===== src/design/lome_pkg.sv =====
// ----------------------------------------------------------------------------
// lome_pkg: shared types for the limit order matching engine
// Result kinds, controller states, the command and status bundles between the
// controller and the datapath, and the stored and delivered result records.
// ----------------------------------------------------------------------------
package lome_pkg;

  typedef enum logic [2:0] {
    KIND_TRADE   = 3'd0,
    KIND_FILLED  = 3'd1,
    KIND_RESTED  = 3'd2,
    KIND_DROPPED = 3'd3,
    KIND_QUERY   = 3'd4
  } kind_t;

  typedef enum logic [3:0] {
    ST_CLEAR,
    ST_IDLE,
    ST_QRD,
    ST_QANS,
    ST_CHECK,
    ST_LRD,
    ST_SRD,
    ST_FILL,
    ST_SCAN,
    ST_FIN,
    ST_OWN,
    ST_DRD,
    ST_DLD
  } state_t;

  // level read select
  localparam logic LVL_OPP_BEST = 1'b0;
  localparam logic LVL_OWN      = 1'b1;

  typedef struct packed {
    logic  clr_step;
    logic  load_in;
    logic  rd_lvl;
    logic  lvl_sel;
    logic  rd_slot;
    logic  do_fill;
    logic  do_rest;
    logic  res_put;
    kind_t res_kind;
    logic  scan_step;
    logic  drain_rd;
    logic  drain_ld;
  } cmd_t;

  typedef struct packed {
    logic clr_done;
    logic in_query;
    logic can_match;
    logic rem_zero;
    logic crosses;
    logic own_full;
    logic fill_empties;
    logic scan_done;
    logic out_free;
    logic drain_last;
  } sts_t;

  typedef struct packed {
    kind_t       kind;
    logic [7:0]  price;
    logic [15:0] qty;
    logic [19:0] lq;
  } res_rec_t;

  typedef struct packed {
    logic [2:0]  kind;
    logic [7:0]  trade_price;
    logic [15:0] trade_quantity;
    logic [31:0] buy_id;
    logic [31:0] sell_id;
    logic [19:0] level_quantity;
    logic [7:0]  best_bid;
    logic [7:0]  best_ask;
    logic        bid_present;
    logic        ask_present;
    logic        last;
  } out_rec_t;

endpackage


===== src/design/lome_ctrl.sv =====
// ----------------------------------------------------------------------------
// lome_ctrl: matching engine controller
// Sequences clearing, query, the fill loop, resting and the result drain.
// ----------------------------------------------------------------------------
module lome_ctrl (
  input  logic             clk,
  input  logic             rst_n,
  input  logic             in_valid,
  output logic             in_ready,
  input  lome_pkg::sts_t   sts,
  output lome_pkg::cmd_t   cmd
);

  lome_pkg::state_t state_r, state_nxt;

  always_ff @(posedge clk) begin
    if (!rst_n) begin
      state_r <= lome_pkg::ST_CLEAR;
    end else begin
      state_r <= state_nxt;
    end
  end

  always_comb begin
    state_nxt = state_r;
    unique case (state_r)
      lome_pkg::ST_CLEAR: if (sts.clr_done) state_nxt = lome_pkg::ST_IDLE;
      lome_pkg::ST_IDLE: begin
        if (in_valid) state_nxt = sts.in_query ? lome_pkg::ST_QRD : lome_pkg::ST_CHECK;
      end
      lome_pkg::ST_QRD:   state_nxt = lome_pkg::ST_QANS;
      lome_pkg::ST_QANS:  state_nxt = lome_pkg::ST_DRD;
      lome_pkg::ST_CHECK: state_nxt = sts.can_match ? lome_pkg::ST_LRD : lome_pkg::ST_FIN;
      lome_pkg::ST_LRD:   state_nxt = lome_pkg::ST_SRD;
      lome_pkg::ST_SRD:   state_nxt = lome_pkg::ST_FILL;
      lome_pkg::ST_FILL:  state_nxt = sts.fill_empties ? lome_pkg::ST_SCAN : lome_pkg::ST_CHECK;
      lome_pkg::ST_SCAN:  if (sts.scan_done) state_nxt = lome_pkg::ST_CHECK;
      lome_pkg::ST_FIN: begin
        state_nxt = (sts.rem_zero || sts.crosses) ? lome_pkg::ST_DRD : lome_pkg::ST_OWN;
      end
      lome_pkg::ST_OWN:   state_nxt = lome_pkg::ST_DRD;
      lome_pkg::ST_DRD:   state_nxt = lome_pkg::ST_DLD;
      lome_pkg::ST_DLD: begin
        if (sts.out_free) state_nxt = sts.drain_last ? lome_pkg::ST_IDLE : lome_pkg::ST_DRD;
      end
      default: state_nxt = lome_pkg::ST_CLEAR;
    endcase
  end

  always_comb begin
    cmd      = '0;
    cmd.res_kind = lome_pkg::KIND_TRADE;
    in_ready = 1'b0;
    unique case (state_r)
      lome_pkg::ST_CLEAR: cmd.clr_step = 1'b1;
      lome_pkg::ST_IDLE: begin
        in_ready    = 1'b1;
        cmd.load_in = in_valid;
      end
      lome_pkg::ST_QRD: begin
        cmd.rd_lvl  = 1'b1;
        cmd.lvl_sel = lome_pkg::LVL_OWN;
      end
      lome_pkg::ST_QANS: begin
        cmd.res_put  = 1'b1;
        cmd.res_kind = lome_pkg::KIND_QUERY;
      end
      lome_pkg::ST_CHECK: ;
      lome_pkg::ST_LRD: begin
        cmd.rd_lvl  = 1'b1;
        cmd.lvl_sel = lome_pkg::LVL_OPP_BEST;
      end
      lome_pkg::ST_SRD:  cmd.rd_slot   = 1'b1;
      lome_pkg::ST_FILL: cmd.do_fill   = 1'b1;
      lome_pkg::ST_SCAN: cmd.scan_step = 1'b1;
      lome_pkg::ST_FIN: begin
        priority if (sts.rem_zero) begin
          cmd.res_put  = 1'b1;
          cmd.res_kind = lome_pkg::KIND_FILLED;
        end else if (sts.crosses) begin
          cmd.res_put  = 1'b1;
          cmd.res_kind = lome_pkg::KIND_DROPPED;
        end else begin
          cmd.rd_lvl  = 1'b1;
          cmd.lvl_sel = lome_pkg::LVL_OWN;
        end
      end
      lome_pkg::ST_OWN: begin
        cmd.res_put = 1'b1;
        if (sts.own_full) begin
          cmd.res_kind = lome_pkg::KIND_DROPPED;
        end else begin
          cmd.do_rest  = 1'b1;
          cmd.res_kind = lome_pkg::KIND_RESTED;
        end
      end
      lome_pkg::ST_DRD: cmd.drain_rd = 1'b1;
      lome_pkg::ST_DLD: cmd.drain_ld = sts.out_free;
      default: ;
    endcase
  end

endmodule


===== config.mk =====
export PLATFORM = sky130hd
export DESIGN_NAME = lome_ctrl
export DESIGN_NICKNAME = d
export VERILOG_FILES = /design/src/design/lome_pkg.sv /design/src/design/lome_ctrl.sv
export SDC_FILE = /design/constraint.sdc
export NUM_CORES = 1
export LEC_CHECK = 0
export BUFFER_PORTS_ARGS = -buffer_cell sky130_fd_sc_hd__buf_4
export CORE_AREA = 8 8 45 47
export CTS_BUF_LIST = sky130_fd_sc_hd__clkbuf_4 sky130_fd_sc_hd__clkbuf_8
export DETAILED_ROUTE_END_ITERATION = 7
export DIE_AREA = 0 0 53 55
export PLACE_DENSITY = 0.8
export SYNTH_ARGS = -nofsm -noshare
export SYNTH_HDL_FRONTEND = slang
export SYNTH_SLANG_ARGS = --single-unit

===== constraint.sdc =====
create_clock -name clk -period 3 [get_ports clk]
set_clock_uncertainty 0.15 [all_clocks]
set_input_delay 0.6 -clock clk [delete_from_list [all_inputs] [get_ports clk]]
set_output_delay 0.6 -clock clk [all_outputs]
set_load 0.05 [all_outputs]

==> reports/metrics.csv <==
metric,value,unit
outcome,"finished, final reports clean",
largest net degree at the start of global routing,19,
Setup Viol. Count Final,0,
initial antenna violation count,0,
routed len/inst,14.1,um
GR met3 Demand/Resource,3.48,%
Worst setup SP type,flop,
Yosys cell types,33,
RR Startpoint,state_r[3]$_SDFFE_PN0P_,
max FFs per register,4,
DRT Pass-1 Iters,4,
Final Core Density,57.1,%
number of flops mapped to enable cells by yosys,0,
worst slew pin tran,575,ps
CP startpoint,state_r[1]$_SDFFE_PN0P_,
fin worst setup slack,479,ps
Crit Path Class,reg -> out,
fin. max-slew vios,0,
Setup TNS Final,0,ps
Ports,28,
Final Hold Viols,0,
Synth Instances,85,
Yosys top cell by area,dfxtp_1,
Synth area leaders,"dfxtp_1, nand2b_1, nor2_1",
Hold Crit Start,rst_n,
synthesized cell area,563,um^2
most frequent cell after synthesis,nor2_1,
asr flop ratio synth,0,%
Ant. Diodes,0,
"Most flops, register",state_r,
Die Wd,53,um
HPWL after detailed placement,1.38,mm
Leakage,0.335,nW
CP Capture Type,output pin,
setup bufs post-CTS,0,
FP Rows,14,
Placer Congestion,0.858,
pre-CTS setup slack,800,ps
MaxCap Viol Count,0,
Clock Tree Root,clkbuf_4,
fill count,129,
global-route wire length before repair,2.78,mm
"FF+latch count, synth",4,
XOR/XNOR Fraction of Synth Area,0,%
GR Util met1,13.7,%
Area Overhead vs Synth,40.4,%
DR vias,717,
ANT nets after route,0,
most instantiated cells after synthesis,"nor2_1, nand2b_1",
Most Crowded Layer GR,met2,
met2 Use GR,21.1,%
crit path DAT,1770,ps
share of cells above drive strength 1,34.5,%
top flop regs,state_r x4,
Syn. warnings,0,
Worst Path Max Fanout,17,
fin nets,125,
CTS sink count,4,
RSZ-0062 raised after global routing,no,
pwr dens,705,nW/um^2
maximum vdd drop,0.293,mV
Mapped Nets,98,
Tcrit/Tclk final,84.0,%
proportion of synthesized area in mux cells,6.22,%
compound-gate portion of the synthesized area,23.3,%
chip height,55,um
port buffer count,27,
Critical Path RT,2250,ps
CORE AREA,1380,um^2
H-tree Lvls,1,
main combinational cell family by area after synthesis,simple AND/OR/NAND/NOR gates,
Starting Density,40.7,%
crit path time final,2520,ps
Max Root-Sink Buffers,2,
Post-Route WL,1.77,mm
Slew headroom,61.6,%
sequential element share of the synthesized area,14.2,%
Post-Synth Simple-Gate Area,44.9,%
ys flop type,dfxtp_1,
Die ar.,2920,um^2
fmax,397,MHz
Hold Buf Count CTS,0,
synthesized-area fraction occupied by adder cells,2.00,%
CTS tree,done,
All-Layer GR Usage,12.3,%
Synth top area share,14.2,%
Syn Area/Cell,6.62,um^2
number of global-route vias before repair,654,
DRC errors left,0,
Avg Vias per Cell,5.69,
CTS Buf Count,3,
worst skew pair latency,240,ps
clock-pin slew on the worst setup and hold paths,40,ps
min-delay worst type,in -> reg,
grt ovf,0,
DRT iter0 DRCs,16,
post-CTS sizing,0,
-- stage by stage --
| step | instances | power (mW) | area (um^2) | hold slack (ps) |
|---|---|---|---|---|
| 2_1_floorplan | 85 | 0.388 | 568 | 527 |
| 3_3_place_gp | 123 | 0.479 | 768 | 572 |
| 3_5_place_dp | 123 | 0.484 | 768 | 583 |
| 4_1_cts | 126 | 0.557 | 791 | 479 |
| 5_1_grt | 126 | 0.597 | 791 | 505 |
| 6_report | 126 | 0.557 | 791 | 477 |
-- worst paths after layout --
kind                                   to  depth (start not counted)  slack, ps
setup / recovery                  cmd[11]                          5        480
hold reg to reg   state_r[2]$_SDFFE_PN0P_                          2        610
hold / removal    state_r[0]$_SDFFE_PN0P_                          3        480
setup reg to reg  state_r[3]$_SDFFE_PN0P_                          5       1040
-- metal layers --
layer  part of all wire (%)  vias to the layer above
met5                      0                        -
met4                    1.5                        0
met3                     10                        5
met2                     47                       33
met1                     41                      321
li1                       -                      358
-- area by class of cell --
cell class	instances	area [um^2]	share of cell area (%)
inverters	4	15.0	1.90
multi-input cells	70	435	55.1
flip-flops and latches	4	80.1	10.1
clock buffers	3	22.5	2.85
repair buffers	29	218	27.5
well taps	16	20.0	2.53
-- where the power goes --
part / total [mW] / internal (mW) / switching, mW
sequential: 0.112 / 0.0666 / 0.0454
combinational: 0.373 / 0.136 / 0.237
clock: 0.0720 / 0.0451 / 0.0269
-- critical path, stage by stage, from the launching register on --
cell     delay, ps
dfxtp_1        680
inv_2          120
and3_1         190
a21oi_1        190
o32ai_1        120
buf_4          220
-- placed cells by master (no fill, tap or decap), types with 2 or more instances in the layout --
master	netlist	layout
clkbuf_4	0	3
nor3_2	1	2
a211oi_1	2	2
o32ai_1	3	3
dfxtp_1	4	4
nor3_1	6	5
nor2_1	11	11
nand3b_1	2	2
inv_1	3	3
buf_4	1	29
o21ai_0	4	4
a21oi_1	6	6
nand2b_1	8	8
and2_1	2	2
mux2i_1	2	2
nand2_1	6	6
o21ai_1	2	2
-- cell families after synthesis --
family,count (synthesis)
multiplexers,3
buffers and inverters,11
flip-flops,4
AO/OA/AOI/OAI,21
AND/OR/NAND/NOR,45
adder cells (fa/ha/maj),1
No activity file was read; power rests on OpenSTA's default activity.
